<file path="config.mk">
export PLATFORM = sky130hd
export DESIGN_NAME = expression_tokenizer_unit_flat
export DESIGN_NICKNAME = d
export VERILOG_FILES = /design/src/hw/rtl/etok_pkg.sv /design/src/hw/rtl/etok_char_if.sv /design/src/hw/rtl/etok_token_if.sv /design/src/hw/rtl/etok_queue.sv /design/src/hw/rtl/etok_front.sv /design/src/hw/rtl/etok_back.sv /design/src/hw/rtl/expression_tokenizer_unit.sv /design/src/flat_wrapper.sv
export VERILOG_INCLUDE_DIRS = /design/src /design/src/hw/rtl
export SDC_FILE = /design/constraint.sdc
export NUM_CORES = 1
export LEC_CHECK = 0
export BUFFER_PORTS_ARGS = -buffer_cell sky130_fd_sc_hd__buf_2
export CORE_ASPECT_RATIO = 1.25
export CORE_UTILIZATION = 40
export CTS_CLUSTER_DIAMETER = 120
export CTS_CLUSTER_SIZE = 24
export DETAILED_ROUTE_END_ITERATION = 12
export GPL_ROUTABILITY_DRIVEN = 0
export PLACE_DENSITY = 0.55
export SYNTH_ARGS = -nofsm -noshare
export SYNTH_HDL_FRONTEND = slang
export SYNTH_SLANG_ARGS = --single-unit
export TNS_END_PERCENT = 20
</file>
<file path="constraint.sdc">
create_clock -name clk_i -period 5.9 [get_ports clk_i]
set_input_delay 1.18 -clock clk_i [delete_from_list [all_inputs] [get_ports clk_i]]
set_output_delay 1.18 -clock clk_i [all_outputs]
set_load 0.05 [all_outputs]
</file>
<file path="src/hw/rtl/expression_tokenizer_unit_assert.svh">
// Assertion macros shared by the tokenizer modules.
`ifndef EXPRESSION_TOKENIZER_UNIT_ASSERT_SVH
`define EXPRESSION_TOKENIZER_UNIT_ASSERT_SVH

// Same-cycle implication, sampled on clk_i, off while rst_ni is low.
`define ETOK_ASSERT_IMP(label, ante, cons, msg) \
  label: assert property (@(posedge clk_i) disable iff (!rst_ni) (ante) |-> (cons)) \
    else $error(msg);

// Next-cycle implication, sampled on clk_i, off while rst_ni is low.
`define ETOK_ASSERT_NXT(label, ante, cons, msg) \
  label: assert property (@(posedge clk_i) disable iff (!rst_ni) (ante) |=> (cons)) \
    else $error(msg);

`endif

</file>
<file path="src/hw/rtl/etok_pkg.sv">
// Types, character codes and token helpers of the expression tokenizer.
package etok_pkg;

  localparam int unsigned MAX_EXPR_LEN = 4096;
  localparam int unsigned QUEUE_DEPTH  = 4;
  localparam int unsigned NUM_SLOTS    = 3;

  typedef enum logic [2:0] {
    KIND_FUNC    = 3'd0,
    KIND_OP      = 3'd1,
    KIND_BRACKET = 3'd2,
    KIND_FLOAT   = 3'd3,
    KIND_INT     = 3'd4,
    KIND_VAR     = 3'd5,
    KIND_END     = 3'd6
  } token_kind_e;

  typedef enum logic [1:0] {
    ERR_NONE    = 2'd0,
    ERR_UNKNOWN = 2'd1,
    ERR_OP_SEQ  = 2'd2,
    ERR_BRACKET = 2'd3
  } error_e;

  localparam logic [7:0] CH_DOT    = 8'h2E;
  localparam logic [7:0] CH_LPAREN = 8'h28;
  localparam logic [7:0] CH_RPAREN = 8'h29;
  localparam logic [7:0] CH_PLUS   = 8'h2B;
  localparam logic [7:0] CH_MINUS  = 8'h2D;
  localparam logic [7:0] CH_STAR   = 8'h2A;
  localparam logic [7:0] CH_SLASH  = 8'h2F;
  localparam logic [7:0] CH_CARET  = 8'h5E;

  localparam logic [23:0] NAME_SIN = 24'h73696E;
  localparam logic [23:0] NAME_COS = 24'h636F73;
  localparam logic [23:0] NAME_TG  = 24'h007467;
  localparam logic [23:0] NAME_CTG = 24'h637467;

  localparam logic [7:0] FN_SIN = 8'd0;
  localparam logic [7:0] FN_COS = 8'd1;
  localparam logic [7:0] FN_TG  = 8'd2;
  localparam logic [7:0] FN_CTG = 8'd3;

  typedef struct packed {
    token_kind_e kind;
    error_e      err;
    logic [7:0]  symbol;
    logic [11:0] start;
    logic [12:0] length;
    logic        last;
  } token_t;

  // Up to three tokens caused by one character, in emission order.
  typedef struct packed {
    logic [NUM_SLOTS-1:0]   valid;
    token_t [NUM_SLOTS-1:0] slot;
  } record_t;

  // Kind and symbol of a closing run; start and length are filled by the caller.
  function automatic token_t run_token(input logic        is_name,
                                       input logic        has_dot,
                                       input logic        has_digit,
                                       input logic        len2,
                                       input logic        len3,
                                       input logic [23:0] prefix);
    token_t t;
    t      = '0;
    t.kind = KIND_VAR;
    t.err  = ERR_NONE;
    if (is_name) begin
      if (len3 && prefix == NAME_SIN) begin
        t.kind   = KIND_FUNC;
        t.symbol = FN_SIN;
      end else if (len3 && prefix == NAME_COS) begin
        t.kind   = KIND_FUNC;
        t.symbol = FN_COS;
      end else if (len2 && prefix == NAME_TG) begin
        t.kind   = KIND_FUNC;
        t.symbol = FN_TG;
      end else if (len3 && prefix == NAME_CTG) begin
        t.kind   = KIND_FUNC;
        t.symbol = FN_CTG;
      end
    end else if (has_digit) begin
      t.kind = has_dot ? KIND_FLOAT : KIND_INT;
    end
    return t;
  endfunction

endpackage

</file>
<file path="src/hw/rtl/etok_char_if.sv">
// Character input channel of the expression tokenizer.
interface etok_char_if;
  logic       valid;
  logic       ready;
  logic [7:0] char_code;
  logic       end_of_expression;

  modport source (output valid, output char_code, output end_of_expression, input ready);
  modport sink   (input valid, input char_code, input end_of_expression, output ready);
endinterface

</file>
<file path="src/hw/rtl/etok_token_if.sv">
// Token output channel of the expression tokenizer.
interface etok_token_if;
  logic        valid;
  logic        ready;
  logic [2:0]  token_kind;
  logic [1:0]  error_code;
  logic [7:0]  symbol;
  logic [11:0] token_start;
  logic [12:0] token_length;
  logic        last;

  modport source (output valid, output token_kind, output error_code, output symbol,
                  output token_start, output token_length, output last, input ready);
  modport sink   (input valid, input token_kind, input error_code, input symbol,
                  input token_start, input token_length, input last, output ready);
endinterface

</file>
<file path="src/hw/rtl/etok_queue.sv">
// Short record queue between the classifying front and the emitting back.
`include "expression_tokenizer_unit_assert.svh"

module etok_queue
  import etok_pkg::*;
(
  input  logic    clk_i,
  input  logic    rst_ni,
  input  logic    push_i,
  input  record_t rec_i,
  output logic    ready_o,
  input  logic    pop_i,
  output record_t rec_o,
  output logic    nonempty_o
);

  localparam int unsigned PtrW = $clog2(QUEUE_DEPTH);
  localparam int unsigned CntW = $clog2(QUEUE_DEPTH + 1);
  localparam logic [CntW-1:0] CntFull = CntW'(QUEUE_DEPTH);

  record_t         mem_q [QUEUE_DEPTH];
  logic [PtrW-1:0] wr_q, wr_d, rd_q, rd_d;
  logic [CntW-1:0] cnt_q, cnt_d;
  logic            do_pop;

  assign ready_o    = (cnt_q != CntFull);
  assign nonempty_o = (cnt_q != '0);
  assign rec_o      = mem_q[rd_q];
  assign do_pop     = pop_i && nonempty_o;

  always_comb begin
    wr_d  = push_i ? wr_q + 1'b1 : wr_q;
    rd_d  = do_pop ? rd_q + 1'b1 : rd_q;
    cnt_d = cnt_q;
    if (push_i && !do_pop) begin
      cnt_d = cnt_q + 1'b1;
    end else if (!push_i && do_pop) begin
      cnt_d = cnt_q - 1'b1;
    end
  end

  always_ff @(posedge clk_i or negedge rst_ni) begin
    if (!rst_ni) begin
      wr_q  <= '0;
      rd_q  <= '0;
      cnt_q <= '0;
    end else begin
      wr_q  <= wr_d;
      rd_q  <= rd_d;
      cnt_q <= cnt_d;
    end
  end

  always_ff @(posedge clk_i) begin
    if (push_i) begin
      mem_q[wr_q] <= rec_i;
    end
  end

  `ETOK_ASSERT_IMP(a_no_push_full, push_i, cnt_q < CntFull, "record pushed into full queue")

endmodule

</file>
<file path="src/hw/rtl/etok_front.sv">
// Front end: classifies each character, tracks runs and builds token records.
`include "expression_tokenizer_unit_assert.svh"

module etok_front
  import etok_pkg::*;
#(
  parameter int unsigned MaxExprLen = MAX_EXPR_LEN
) (
  input  logic       clk_i,
  input  logic       rst_ni,
  input  logic       in_valid_i,
  input  logic       in_ready_i,
  input  logic [7:0] char_code_i,
  input  logic       eoe_i,
  output logic       push_o,
  output record_t    rec_o
);

  localparam int unsigned CntW = $clog2(MaxExprLen + 1);
  localparam logic [CntW-1:0] CntMax   = CntW'(MaxExprLen);
  localparam logic [CntW-1:0] StartMax = CntW'(MaxExprLen - 1);

  localparam logic [1:0] RUN_NONE = 2'd0;
  localparam logic [1:0] RUN_NUM  = 2'd1;
  localparam logic [1:0] RUN_NAME = 2'd2;

  logic [1:0]      cls_q, cls_d;
  logic [CntW-1:0] start_q, start_d;
  logic [CntW-1:0] len_q, len_d;
  logic [23:0]     prefix_q, prefix_d;
  logic            dot_q, dot_d;
  logic            dig_q, dig_d;
  logic            aop_q, aop_d;
  logic [CntW-1:0] depth_q, depth_d;
  logic [CntW-1:0] pos_q, pos_d;
  logic            disc_q, disc_d;

  logic            take;
  logic            is_sp, is_dig, is_alp, is_op, is_num;
  logic            ext_num, ext_name, closing, fail;
  error_e          fail_err;
  logic [CntW-1:0] start_now;
  token_t          tok;
  record_t         rec;

  // Working copy of the run and bracket state after this character.
  logic [1:0]      nr_cls;
  logic [CntW-1:0] nr_start, nr_len, nr_depth, nr_pos;
  logic [23:0]     nr_prefix;
  logic            nr_dot, nr_dig, nr_aop;

  assign take      = in_valid_i && in_ready_i;
  assign start_now = (pos_q < CntMax) ? pos_q : StartMax;

  always_comb begin
    is_sp  = char_code_i inside {[8'd9:8'd13], 8'd32};
    is_dig = char_code_i inside {[8'h30:8'h39]};
    is_alp = char_code_i inside {[8'h41:8'h5A], [8'h61:8'h7A]};
    is_op  = char_code_i inside {CH_PLUS, CH_MINUS, CH_STAR, CH_SLASH, CH_CARET};
    is_num = is_dig || (char_code_i == CH_DOT);

    ext_num  = (cls_q == RUN_NUM) && is_num;
    ext_name = (cls_q == RUN_NAME) && (is_alp || is_dig);
    closing  = !is_sp && !ext_num && !ext_name && (cls_q != RUN_NONE);

    rec      = '0;
    fail     = 1'b0;
    fail_err = ERR_NONE;

    nr_cls    = cls_q;
    nr_start  = start_q;
    nr_len    = len_q;
    nr_prefix = prefix_q;
    nr_dot    = dot_q;
    nr_dig    = dig_q;
    nr_aop    = aop_q;
    nr_depth  = depth_q;
    nr_pos    = pos_q;

    // Emit the open run ahead of the character that breaks it.
    if (closing) begin
      tok = run_token(cls_q == RUN_NAME, dot_q, dig_q, len_q == CntW'(2),
                      len_q == CntW'(3), prefix_q);
      tok.start     = 12'(start_q);
      tok.length    = 13'(len_q);
      rec.valid[0]  = 1'b1;
      rec.slot[0]   = tok;
      nr_cls        = RUN_NONE;
      nr_len        = '0;
      nr_prefix     = '0;
      nr_dot        = 1'b0;
      nr_dig        = 1'b0;
      nr_aop        = 1'b0;
    end

    tok        = '0;
    tok.kind   = KIND_OP;
    tok.err    = ERR_NONE;
    tok.symbol = char_code_i;
    tok.start  = 12'(start_now);
    tok.length = 13'd1;

    if (!is_sp) begin
      if (ext_num) begin
        if (len_q < CntMax) nr_len = len_q + 1'b1;
        if (char_code_i == CH_DOT) nr_dot = 1'b1;
        else nr_dig = 1'b1;
      end else if (ext_name) begin
        if (len_q < CntW'(3)) nr_prefix = {prefix_q[15:0], char_code_i};
        if (len_q < CntMax) nr_len = len_q + 1'b1;
      end else if (is_num || is_alp) begin
        nr_cls    = is_num ? RUN_NUM : RUN_NAME;
        nr_start  = start_now;
        nr_len    = CntW'(1);
        nr_prefix = {16'h0000, char_code_i};
        nr_dot    = (char_code_i == CH_DOT);
        nr_dig    = is_dig;
      end else if (char_code_i == CH_LPAREN || char_code_i == CH_RPAREN) begin
        if (char_code_i == CH_RPAREN && nr_aop) begin
          fail     = 1'b1;
          fail_err = ERR_OP_SEQ;
        end else if (char_code_i == CH_RPAREN && depth_q == '0) begin
          fail     = 1'b1;
          fail_err = ERR_BRACKET;
        end else begin
          if (char_code_i == CH_RPAREN) nr_depth = depth_q - 1'b1;
          else if (depth_q < CntMax) nr_depth = depth_q + 1'b1;
          tok.kind     = KIND_BRACKET;
          rec.valid[1] = 1'b1;
          rec.slot[1]  = tok;
          nr_aop       = 1'b0;
        end
      end else if (is_op) begin
        if (nr_aop) begin
          fail     = 1'b1;
          fail_err = ERR_OP_SEQ;
        end else begin
          rec.valid[1] = 1'b1;
          rec.slot[1]  = tok;
          nr_aop       = 1'b1;
        end
      end else begin
        fail     = 1'b1;
        fail_err = ERR_UNKNOWN;
      end
      if (pos_q < CntMax) nr_pos = pos_q + 1'b1;
    end

    cls_d    = nr_cls;
    start_d  = nr_start;
    len_d    = nr_len;
    prefix_d = nr_prefix;
    dot_d    = nr_dot;
    dig_d    = nr_dig;
    aop_d    = nr_aop;
    depth_d  = nr_depth;
    pos_d    = nr_pos;
    disc_d   = disc_q;

    if (fail) begin
      tok          = '0;
      tok.kind     = KIND_END;
      tok.err      = fail_err;
      tok.start    = 12'(start_now);
      tok.length   = 13'd1;
      tok.last     = 1'b1;
      rec.valid[1] = 1'b1;
      rec.valid[2] = 1'b0;
      rec.slot[1]  = tok;
    end else if (eoe_i) begin
      // Close the run left open by this character, then end the expression.
      if (nr_cls != RUN_NONE) begin
        tok = run_token(nr_cls == RUN_NAME, nr_dot, nr_dig, nr_len == CntW'(2),
                        nr_len == CntW'(3), nr_prefix);
        tok.start    = 12'(nr_start);
        tok.length   = 13'(nr_len);
        rec.valid[1] = 1'b1;
        rec.slot[1]  = tok;
      end
      tok          = '0;
      tok.kind     = KIND_END;
      tok.err      = (nr_depth != '0) ? ERR_BRACKET : ERR_NONE;
      tok.length   = 13'(nr_pos);
      tok.last     = 1'b1;
      rec.valid[2] = 1'b1;
      rec.slot[2]  = tok;
    end

    if (fail || eoe_i) begin
      cls_d    = RUN_NONE;
      start_d  = '0;
      len_d    = '0;
      prefix_d = '0;
      dot_d    = 1'b0;
      dig_d    = 1'b0;
      aop_d    = 1'b0;
      depth_d  = '0;
      pos_d    = '0;
      disc_d   = fail && !eoe_i;
    end

    // Drop everything up to the end of a failed expression.
    if (disc_q) begin
      rec      = '0;
      cls_d    = cls_q;
      start_d  = start_q;
      len_d    = len_q;
      prefix_d = prefix_q;
      dot_d    = dot_q;
      dig_d    = dig_q;
      aop_d    = aop_q;
      depth_d  = depth_q;
      pos_d    = pos_q;
      disc_d   = !eoe_i;
    end
  end

  assign rec_o  = rec;
  assign push_o = take && (rec.valid != '0);

  always_ff @(posedge clk_i or negedge rst_ni) begin
    if (!rst_ni) begin
      cls_q    <= RUN_NONE;
      start_q  <= '0;
      len_q    <= '0;
      prefix_q <= '0;
      dot_q    <= 1'b0;
      dig_q    <= 1'b0;
      aop_q    <= 1'b0;
      depth_q  <= '0;
      pos_q    <= '0;
      disc_q   <= 1'b0;
    end else if (take) begin
      cls_q    <= cls_d;
      start_q  <= start_d;
      len_q    <= len_d;
      prefix_q <= prefix_d;
      dot_q    <= dot_d;
      dig_q    <= dig_d;
      aop_q    <= aop_d;
      depth_q  <= depth_d;
      pos_q    <= pos_d;
      disc_q   <= disc_d;
    end
  end

  `ETOK_ASSERT_IMP(a_disc_clean, disc_q, cls_q == RUN_NONE && pos_q == '0 && depth_q == '0, "state not cleared while discarding")
  `ETOK_ASSERT_NXT(a_disc_hold, disc_q && !(take && eoe_i), disc_q, "discarding ended before the end of expression")

endmodule

</file>
<file path="src/hw/rtl/etok_back.sv">
// Back end: takes records from the queue and emits their tokens one word at a time.
`include "expression_tokenizer_unit_assert.svh"

module etok_back
  import etok_pkg::*;
(
  input  logic    clk_i,
  input  logic    rst_ni,
  input  record_t rec_i,
  input  logic    nonempty_i,
  output logic    pop_o,
  output logic    out_valid_o,
  input  logic    out_ready_i,
  output token_t  out_tok_o
);

  logic [NUM_SLOTS-1:0]   mask_q, mask_d, low, rem;
  token_t [NUM_SLOTS-1:0] slot_q, slot_d;
  logic                   out_take;

  assign out_valid_o = (mask_q != '0);
  assign out_take    = out_valid_o && out_ready_i;
  assign low         = mask_q & (~mask_q + 1'b1);
  assign rem         = out_take ? (mask_q & ~low) : mask_q;
  assign pop_o       = (rem == '0) && nonempty_i;

  always_comb begin
    out_tok_o = slot_q[NUM_SLOTS-1];
    for (int i = NUM_SLOTS - 1; i >= 0; i--) begin
      if (mask_q[i]) out_tok_o = slot_q[i];
    end
  end

  // Refill as soon as the last pending token of the held record leaves.
  always_comb begin
    mask_d = pop_o ? rec_i.valid : rem;
    slot_d = pop_o ? rec_i.slot : slot_q;
  end

  always_ff @(posedge clk_i or negedge rst_ni) begin
    if (!rst_ni) begin
      mask_q <= '0;
    end else begin
      mask_q <= mask_d;
    end
  end

  always_ff @(posedge clk_i) begin
    slot_q <= slot_d;
  end

  `ETOK_ASSERT_IMP(a_last_is_end, out_valid_o && out_tok_o.last, out_tok_o.kind == KIND_END, "last set on a token that is not an end token")
  `ETOK_ASSERT_IMP(a_err_on_end, out_valid_o && out_tok_o.err != ERR_NONE, out_tok_o.kind == KIND_END && out_tok_o.last, "error code outside an end token")

endmodule

</file>
<file path="src/hw/rtl/expression_tokenizer_unit.sv">
// The first token word of a character is written into the record queue when the character
// is accepted, then loaded into the back end's output register; later words of it follow
// one per cycle while the output is ready. Throughput: one character per cycle while the queue
// has room, and a four-record queue between front and back absorbs bursts.
// The output side emits at most one token word per cycle.
// Reset: asynchronous, active low; clears run state, counters, queue and output valid.
// No clearing pass: the block accepts characters in the first cycle after reset.
module expression_tokenizer_unit
  import etok_pkg::*;
#(
  parameter int unsigned MaxExprLen = MAX_EXPR_LEN
) (
  input logic          clk_i,
  input logic          rst_ni,
  etok_char_if.sink    in_i,
  etok_token_if.source out_o
);

  logic    q_ready, push, pop, nonempty;
  record_t push_rec, head_rec;
  token_t  tok;

  assign in_i.ready = q_ready;

  etok_front #(
    .MaxExprLen(MaxExprLen)
  ) u_front (
    .clk_i      (clk_i),
    .rst_ni     (rst_ni),
    .in_valid_i (in_i.valid),
    .in_ready_i (q_ready),
    .char_code_i(in_i.char_code),
    .eoe_i      (in_i.end_of_expression),
    .push_o     (push),
    .rec_o      (push_rec)
  );

  etok_queue u_queue (
    .clk_i     (clk_i),
    .rst_ni    (rst_ni),
    .push_i    (push),
    .rec_i     (push_rec),
    .ready_o   (q_ready),
    .pop_i     (pop),
    .rec_o     (head_rec),
    .nonempty_o(nonempty)
  );

  etok_back u_back (
    .clk_i      (clk_i),
    .rst_ni     (rst_ni),
    .rec_i      (head_rec),
    .nonempty_i (nonempty),
    .pop_o      (pop),
    .out_valid_o(out_o.valid),
    .out_ready_i(out_o.ready),
    .out_tok_o  (tok)
  );

  assign out_o.token_kind   = tok.kind;
  assign out_o.error_code   = tok.err;
  assign out_o.symbol       = tok.symbol;
  assign out_o.token_start  = tok.start;
  assign out_o.token_length = tok.length;
  assign out_o.last         = tok.last;

endmodule
</file>
<file path="src/flat_wrapper.sv">
// flat-port wrapper written by rule: the top's interface ports become plain ports
module expression_tokenizer_unit_flat import etok_pkg::*;
#(
  parameter int unsigned MaxExprLen = MAX_EXPR_LEN
)
  (clk_i, rst_ni, in_i_valid, in_i_char_code, in_i_end_of_expression, in_i_ready, out_o_valid, out_o_token_kind, out_o_error_code, out_o_symbol, out_o_token_start, out_o_token_length, out_o_last, out_o_ready);
  etok_char_if in_i_i ();
  etok_token_if out_o_i ();
  input logic clk_i;
  input logic rst_ni;
  input wire logic [$bits(in_i_i.valid)-1:0] in_i_valid;
  input wire logic [$bits(in_i_i.char_code)-1:0] in_i_char_code;
  input wire logic [$bits(in_i_i.end_of_expression)-1:0] in_i_end_of_expression;
  output wire logic [$bits(in_i_i.ready)-1:0] in_i_ready;
  output wire logic [$bits(out_o_i.valid)-1:0] out_o_valid;
  output wire logic [$bits(out_o_i.token_kind)-1:0] out_o_token_kind;
  output wire logic [$bits(out_o_i.error_code)-1:0] out_o_error_code;
  output wire logic [$bits(out_o_i.symbol)-1:0] out_o_symbol;
  output wire logic [$bits(out_o_i.token_start)-1:0] out_o_token_start;
  output wire logic [$bits(out_o_i.token_length)-1:0] out_o_token_length;
  output wire logic [$bits(out_o_i.last)-1:0] out_o_last;
  input wire logic [$bits(out_o_i.ready)-1:0] out_o_ready;
  assign in_i_i.valid = in_i_valid;
  assign in_i_i.char_code = in_i_char_code;
  assign in_i_i.end_of_expression = in_i_end_of_expression;
  assign in_i_ready = in_i_i.ready;
  assign out_o_valid = out_o_i.valid;
  assign out_o_token_kind = out_o_i.token_kind;
  assign out_o_error_code = out_o_i.error_code;
  assign out_o_symbol = out_o_i.symbol;
  assign out_o_token_start = out_o_i.token_start;
  assign out_o_token_length = out_o_i.token_length;
  assign out_o_last = out_o_i.last;
  assign out_o_i.ready = out_o_ready;
  expression_tokenizer_unit #(.MaxExprLen(MaxExprLen)) u_core (.clk_i(clk_i), .rst_ni(rst_ni), .in_i(in_i_i), .out_o(out_o_i));
endmodule
</file>
==> implementation parameters, run 1 <==
Parameter                              Value

Run status
  Result of the run    completed

Timing
  Slew HR    26.6%
  Final setup fails    0
  Setup TNS    0 ns
  Clock tree skew after final layout    0.0208 ns
  Final Hold Viols    0
  Min Tclk post-route    4.81 ns
  Worst-margin pin slew    1.10 ns
  Peak Freq    208 MHz
  Unrepaired setup endpoints after global routing    false
  Pins over their slew limit    0
  Post-route clock period utilization    81.5%

Synth
  Top cell type by total area after synthesis    edfxtp_1
  Synthesized area per cell    14.8 µm²
  Area contributors post-synth    edfxtp_1 57%, dfrtp_1 10%, mux4_2 8.6%, nand2_1 1.9%, o21ai_0 1.8%
  Post-synthesis register bit count    519
  Sequential area share after synthesis    67.5%
  Netlist Area Pre-Place    0.0224 mm²
  Post-synth EDFFs    428
  Count leader, synth    edfxtp_1
  Share of flip-flops with an asynchronous set or reset    17.5%
  Post-synth top cells    428 x edfxtp_1, 113 x nand2_1, 99 x nor2_1
  Number of distinct library cells after synthesis    82
  Synth Flop Type    edfxtp_1
  Share of Yosys cell area claimed by the top area cell type    57.3%
  Synth Instances    1518
  Warnings, synthesis    0

Cells and area
  Area of combinational cells with multiple inputs    0.00681 mm²
  Sequential standard cell area    0.0151 mm²
  Number of fill cells in the layout    4870
  Layout cells sized above 1    14.7%
  Net count, final    1574
  Final core utilization    44.2%
  Antenna diode instance count    0
  P&R area growth vs syn    8.62%

Hold path
  Min-Delay Startpoint    u_core.u_front.start_q[9]
  Worst Hold Class    register to register
  Cells on Worst Hold Path    1
  Endpoint of the worst hold-timing path    u_core.u_front.start_q[9]

Placed design
  Post-DP HPWL    35900 µm
  Count of port buffers added during placement    53

Clock network
  Root buf cell    clkbuf_16
  CTS Buffer Depth    3
  Post-CTS setup buffer count    0
  Resized Gates After CTS    0
  Clock slew seen by the registers of the worst setup and hold paths    0.09 ns
  Number of clock buffers inserted by TritonCTS    25
  CTS tree    done
  Sinks on the clock net    519
  Number of hold buffers added after cts    0
  Clk Latency, worst-skew pair    0.59 ns
  Number of levels the H-tree was split into    1

Die
  Effective utilization at floorplan    40.7%
  Die boundary height    267 µm
  Placeable core area    0.0551 mm²
  Number of primary I/O pins    54
  Std cell rows    96
  Die footprint    0.0570 mm²
  Horizontal extent of the die    214 µm

Power and ir drop
  Leakage power summed over all cells    8.19 nW
  Switching power    3.56 mW
  Clock power share    18.5%
  Peak VDD IR    0.000207 V
  Internal power component    6.81 mW
  Part of the total power dissipated in combinational logic    30.7%
  Fraction of power spent switching nets    34.3%
  PD cells    426 mW/mm²
  Sequential group share of total power    50.8%

Critical path
  Startpoint kind of the worst setup timing path    input port
  First element of the critical path    in_i_char_code[2]
  Critical Path Fanout Max    19
  Count of cells along the worst register-to-register path    12
  Register-to-register setup slack    1.68 ns
  Critical Path Sink Type    register
  Critical path data required time    6.34 ns
  Data arrival time of the critical path    5.24 ns
  Crit Reg-Reg Endpoint    u_core.u_queue.mem_q[1][66]
  Start of the worst register-to-register path    u_core.u_front.depth_q[0]
  Critical path type    input port to register

Routing
  Detailed-route vias per instance    5.72
  Via count of the routed design    13.2k
  Post-route antenna net violation count    0
  DRC Markers    0
  1st-pass router iterations    7
  Final WL    54000 µm
  First-iteration detailed-routing DRC count    1079
  WL/cell    23.5 µm

GRT
  Tot GR Track Use    19.3%
  Initial antenna violation count    0
  Grt ovf    0
  Pin count of the biggest net entering global routing    73
  Wire length of the first global-routing pass    82600 µm
  Via count of the first global-routing pass    13.4k

Run
  Number of maximum-capacitance constraint violations    0
## stage by stage
| stage | hold slack, ns | worst slack [ns] | cells | cell area, µm² | power, mW |
|---|---|---|---|---|---|
| floorplan | 0.455 | 0.0676 | 1521 | 22400 | 7.62 |
| global placement | 0.473 | 0.582 | 2257 | 23600 | 8.60 |
| detailed placement | 0.473 | 0.571 | 2257 | 23600 | 8.64 |
| CTS | 0.499 | 1.16 | 2303 | 24400 | 10.6 |
| global route | 0.510 | 0.925 | 2303 | 24400 | 10.9 |
| finish | 0.497 | 1.09 | 2303 | 24400 | 10.4 |
## flip-flops by register name, indices dropped and copies added (netlist names)
signal	count
u_core.u_front.aop_q	1
u_core.u_front.depth_q	13
u_core.u_front.start_q	12
u_core.u_front.prefix_q	24
u_core.u_front.cls_q	2
u_core.u_front.dot_q	1
u_core.u_queue.rd_q	2
u_core.u_front.dig_q	1
u_core.u_queue.wr_q	2
u_core.u_queue.mem_q	344
u_core.u_back.slot_q	84
u_core.u_back.mask_q	3
u_core.u_front.pos_q	13
u_core.u_front.disc_q	1
u_core.u_queue.cnt_q	3
u_core.u_front.len_q	13
## metal layers
layer,routed length (µm),vias up,GRT usage [%]
met5,0,-,0
met4,1360,0,5.19
met3,2010,73,1.84
met2,27900,339,34.2
met1,22700,6773,25.2
li1,-,5983,-
## layout make-up
| cell class | instances | area share (%) |
|---|---|---|
| multi-input combinational | 875 | 28.0 |
| inverter | 39 | 0.611 |
| clock inverter | 2 | 0.0822 |
| clock buffer | 44 | 2.86 |
| timing repair buffer | 89 | 2.57 |
| sequential | 519 | 62.1 |
| tap | 735 | 3.78 |
## power groups by stage
| stage | Combinational [mW] | Clock (mW) | Sequential, mW |
|---|---|---|---|
| 4_1_cts | 3.27 | 1.99 | 5.30 |
| 5_1_grt | 3.42 | 2.10 | 5.36 |
| 3_5_place_dp | 3.26 | 0 | 5.38 |
| 3_3_place_gp | 3.25 | 0 | 5.35 |
| 6_report | 3.18 | 1.92 | 5.28 |
| 2_1_floorplan | 2.45 | 0 | 5.16 |
## critical path: stages
cell	delay, ns
buf_2	0.19
or4_1	0.62
o21ai_1	0.24
a21o_1	0.60
a21oi_1	0.32
o2111ai_1	0.44
and2_1	0.31
nand2_1	0.51
nor4_1	0.46
buf_4	0.19
a22o_1	0.17
## how the worst max path moves through the flow
stage | endpoint | slack [ns]
3_3_place_gp | u_core.u_queue.mem_q[2][66] | 0.58
6_report | u_core.u_queue.mem_q[1][66] | 1.09
5_1_grt | u_core.u_queue.mem_q[1][66] | 0.93
4_1_cts | u_core.u_queue.mem_q[1][66] | 1.16
2_1_floorplan | u_core.u_queue.mem_q[0][10] | 0.07
3_5_place_dp | u_core.u_queue.mem_q[1][66] | 0.57
## kinds of logic after synthesis
logic type               count (synthesis)  share of synthesized area, %
flip-flops                             519                          67.5
AND/OR/NAND/NOR                        416                          9.33
AO/OA/AOI/OAI                          312                          9.69
buffers and inverters                  127                          2.28
multiplexers                           105                          9.50
XOR/XNOR                                25                         0.976
adder cells (fa/ha/maj)                 13                         0.748
other                                    1                        0.0167
## layout by cell type (no fill, tap or decap), drive strengths merged, types with 11 or more instances in the layout
cell type    n
nand2      114
xnor2       15
o2bb2ai     12
o22ai       21
nor2       100
nand3       22
mux2i       17
mux4        86
clkbuf      44
dfrtp       91
and3        23
o31ai       11
nand4       16
nor4        14
a31oi       12
a22o        44
inv         41
ha          11
edfxtp     428
nor2b       12
and2        24
a21oi       51
buf         89
nor3        33
o21ai       83
Power figures use the tool's default switching activity.
==> run 2, diff against run 1 <==
--- a/config.mk
+++ b/config.mk
@@ -6,6 +6,7 @@
 export SDC_FILE = /design/constraint.sdc
 export NUM_CORES = 1
 export LEC_CHECK = 0
+export ABC_AREA = 1
 export BUFFER_PORTS_ARGS = -buffer_cell sky130_fd_sc_hd__buf_2
 export CORE_ASPECT_RATIO = 1.25
 export CORE_UTILIZATION = 40
==> constraint.sdc (replaced) <==
create_clock -name clk_i -period 4.6 [get_ports clk_i]
set_input_delay 0.92 -clock clk_i [delete_from_list [all_inputs] [get_ports clk_i]]
set_output_delay 0.92 -clock clk_i [all_outputs]
set_load 0.05 [all_outputs]
==> run 2 against run 1 <==
- worst setup slack worse by 0.42 ns
- combinational power increased by 53%
- cell count rose by 31%
- count of clock-buffer cells in the layout is 1 lower
- global-route usage grew 0.97 points
- hold slack lost 0.21 ns
- sequential power up 27%
- largest cell class unchanged
==> implementation parameters, run 2 <==
Parameter                              Value

Run status
  Result of the run    completed (unchanged)

Critical path
  CP bufs+invs    4 (was 2)
  Crit Reg-Reg Endpoint    u_core.u_queue.mem_q[0][66] (was u_core.u_queue.mem_q[1][66])
  Critical Path Sink Type    register (unchanged)
  Worst-path cell chain    buf_2 > inv_2 > nand2_1 > nor2_2 > nand2_2 > nand2_2 > nand2_4 > nand2_4 > inv_2 > nand3_4 > buf_4 > nand2_1 > o21ai_0 > nand3_1 > nor2_1 > nand4_1 > nor2_1 > nand4_1 > a21oi_1 (was buf_2 > or4_1 > o21ai_1 > a21o_1 > a21oi_1 > o2111ai_1 > and2_1 > nand2_1 > nor4_1 > buf_4 > a22o_1)
  Critical path data required time    4.94 ns (was 6.34 ns)
  Data arrival time of the critical path    4.26 ns (was 5.24 ns)
  Critical Path Fanout Max    42 (was 19)
  Start of the worst register-to-register path    u_core.u_front.cls_q[0] (was u_core.u_front.depth_q[0])
  Critical path type    input port to register (unchanged)
  Count of cells along the worst register-to-register path    15 (was 12)
  CP max-delay cell    a21oi_1 (was or4_1)
  Register-to-register setup slack    0.99 ns (was 1.68 ns)
  CP max stage delay    0.45 ns (was 0.62 ns)
  Top cell family by delay on the critical path    simple AND/OR/NAND/NOR gates (unchanged)
  Startpoint kind of the worst setup timing path    input port (unchanged)

Synth
  Synth Instances    2233 (was 1518)
  Number of distinct library cells after synthesis    48 (was 82)
  Post-synth top cells    428 x edfxtp_1, 369 x nand2_1, 334 x nor2_1 (was 428 x edfxtp_1, 113 x nand2_1, 99 x nor2_1)
  Share of Yosys cell area claimed by the top area cell type    55.3% (was 57.3%)
  Area contributors post-synth    edfxtp_1 55%, dfrtp_1 9.8%, nand2_1 6.0%, nor2_1 5.4%, o21ai_0 5.0% (was edfxtp_1 57%, dfrtp_1 10%, mux4_2 8.6%, nand2_1 1.9%, o21ai_0 1.8%)
  Post-synthesis register bit count    519 (unchanged)
  Netlist Area Pre-Place    0.0232 mm² (was 0.0224 mm²)
  Top cell type by total area after synthesis    edfxtp_1 (unchanged)
  Warnings, synthesis    0 (unchanged)
  Synthesized area per cell    10.4 µm² (was 14.8 µm²)
  Synth Flop Type    edfxtp_1 (unchanged)
  Post-synth EDFFs    428 (unchanged)
  Sequential area share after synthesis    65.1% (was 67.5%)
  Count leader, synth    edfxtp_1 (unchanged)
  Share of flip-flops with an asynchronous set or reset    17.5% (unchanged)

Routing
  Via count of the routed design    16.3k (was 13.2k)
  WL/cell    19.7 µm (was 23.5 µm)
  DRC Markers    0 (unchanged)
  1st-pass router iterations    7 (unchanged)
  Post-route antenna net violation count    0 (unchanged)
  First-iteration detailed-routing DRC count    1229 (was 1079)
  Detailed-route vias per instance    5.39 (was 5.72)
  Final WL    59300 µm (was 54000 µm)

Hold path
  Worst Hold Class    input port to asynchronous set/reset pin (was register to register)

Cells and area
  Flip-flop count of the largest register after layout    344 (unchanged)
  Commonest non-fill, non-tap cells in the layout    428 x edfxtp_1, 369 x nand2_1, 329 x nor2_1 (was 428 x edfxtp_1, 113 x nand2_1, 99 x nor2_1)
  Layout Cells excl Fill    3017 (was 2303)
  Registers with the most flip-flops    u_core.u_queue.mem_q (344), u_core.u_back.slot_q (84), u_core.u_front.prefix_q (24) (unchanged)
  Largest Register    u_core.u_queue.mem_q (unchanged)
  Net count, final    2272 (was 1574)
  Most common cell after layout, fill and taps aside    edfxtp_1 (unchanged)
  Number of fill cells in the layout    5348 (was 4870)
  P&R area growth vs syn    8.71% (was 8.62%)
  Layout cells sized above 1    8.74% (was 14.7%)
  Design Area, Final    0.0252 mm² (was 0.0244 mm²)

Timing
  Worst-case hold slack    0.287 ns (was 0.497 ns)
  Peak Freq    255 MHz
  Pins over their slew limit    0 (unchanged)
  Final setup fails    0 (unchanged)
  Post-route clock period utilization    85.3%
  Slew HR    31.8% (was 26.6%)
  Final Hold Viols    0 (unchanged)
  Worst-margin pin slew    1.02 ns (was 1.10 ns)
  Min Tclk post-route    3.92 ns
  Setup TNS    0 ns (unchanged)
  Clock tree skew after final layout    0.0471 ns (was 0.0208 ns)
  Unrepaired setup endpoints after global routing    false (unchanged)

Clock network
  Clk Latency, worst-skew pair    0.60 ns (was 0.59 ns)
  Resized Gates After CTS    0 (unchanged)
  CTS tree    done (unchanged)
  Root buf cell    clkbuf_16 (unchanged)
  Number of hold buffers added after cts    0 (unchanged)
  Number of clock buffers inserted by TritonCTS    25 (unchanged)
  CTS Buffer Depth    3 (unchanged)
  Number of levels the H-tree was split into    1 (unchanged)
  Sinks on the clock net    519 (unchanged)
  Clock slew seen by the registers of the worst setup and hold paths    0.11 ns (was 0.09 ns)
  Post-CTS setup buffer count    0 (unchanged)

Power and ir drop
  PD cells    559 mW/mm² (was 426 mW/mm²)
  Peak VDD IR    0.000451 V (was 0.000207 V)
  Leakage power summed over all cells    9.11 nW (was 8.19 nW)

Die
  Placeable core area    0.0573 mm² (was 0.0551 mm²)
  Horizontal extent of the die    218 µm (was 214 µm)
  Die boundary height    271 µm (was 267 µm)
  Std cell rows    98 (was 96)
  Die footprint    0.0590 mm² (was 0.0570 mm²)
  Number of primary I/O pins    54 (unchanged)
  Effective utilization at floorplan    40.6% (was 40.7%)

Placed design
  Count of port buffers added during placement    53 (unchanged)
  Placed insts    2970 (was 2257)
  Post-DP HPWL    38300 µm (was 35900 µm)
  Placed cell area    0.0245 mm² (was 0.0236 mm²)

GRT
  Pin count of the biggest net entering global routing    89 (was 73)
  Wire length of the first global-routing pass    93300 µm (was 82600 µm)
  Tot GR Track Use    20.3% (was 19.3%)
  Via count of the first global-routing pass    16.1k (was 13.4k)
  Initial antenna violation count    0 (unchanged)
  Grt ovf    0 (unchanged)

Run
  Number of maximum-capacitance constraint violations    0 (unchanged)
-- run 2: cells by family (layout without fill, tap and decap cells) --
kind of cell	Yosys count	after routing	synth area share (%)
adders and majority gates	12	12	0.679
muxes	1	1	0.0431
AOI/OAI and AO/OA	473	473	11.5
other	1	5	0.0161
DFF	519	519	65.1
xor gates and xnor gates	26	26	0.981
and+or+nand+nor	908	908	16.6
buffers and inverters	293	323	4.98
-- run 2: final cells by class --
cell class | instances | area, µm² | area share (%)
Inverter | 173 | 656 | 2.60
Clock buffer | 43 | 693 | 2.75
Tap cell | 750 | 938 | 3.72
Timing Repair Buffer | 104 | 788 | 3.12
Clock inverter | 3 | 46.3 | 0.183
Antenna cell | 1 | 2.50 | 0.00991
Sequential cell | 519 | 15100 | 60.0
Multi-Input combinational cell | 1424 | 6990 | 27.7
-- run 2: worst register-to-register path: cells and delay by family (launching register included) --
family | cells | cell delay (ns)
AOI/OAI and AO/OA | 2 | 0.66
buffers and inverters | 3 | 0.53
DFF | 1 | 0.36
and+or+nand+nor | 10 | 1.78
-- run 2: layer usage --
metal	vias up	GRT usage, %	wire (µm)	part of all wire, %
li1	7810	-	-	-
met1	7950	26.8	25600	43
met2	400	35.4	29700	50
met3	96	1.69	2420	4.1
met4	0	6.17	1660	2.8
met5	-	0	0	0
-- run 2: through the flow --
step           utilization [%]  total power [mW]  setup WS, ns
2_1_floorplan                -              10.1        -0.903
4_1_cts                   44.1              14.3         0.735
5_1_grt                   44.1              14.9         0.439
3_5_place_dp              42.8              11.8         0.107
6_report                  44.1              14.1         0.676
3_3_place_gp              42.8              11.7         0.219
-- run 2: worst max-delay path by stage --
| stage | startpoint | end | slack [ns] | depth (start not counted) |
|---|---|---|---|---|
| finish | in_i_char_code[0] | u_core.u_queue.mem_q[0][66] | 0.68 | 19 |
| floorplan | in_i_char_code[1] | u_core.u_queue.mem_q[0][10] | -0.90 | 18 |
| CTS | in_i_char_code[0] | u_core.u_queue.mem_q[0][66] | 0.73 | 19 |
| global route | in_i_char_code[1] | u_core.u_queue.mem_q[3][66] | 0.44 | 19 |
| global placement | in_i_char_code[0] | u_core.u_queue.mem_q[1][66] | 0.22 | 19 |
| detailed placement | in_i_char_code[0] | u_core.u_queue.mem_q[3][66] | 0.11 | 19 |
-- run 2: report_power, final --
part	leakage (nW)	switching (mW)	internal [mW]	total (mW)
logic	3.52	3.70	1.17	4.87
registers	5.25	0.335	6.36	6.69
clock network	0.348	1.44	1.10	2.54
total	9.11	5.48	8.63	14.1
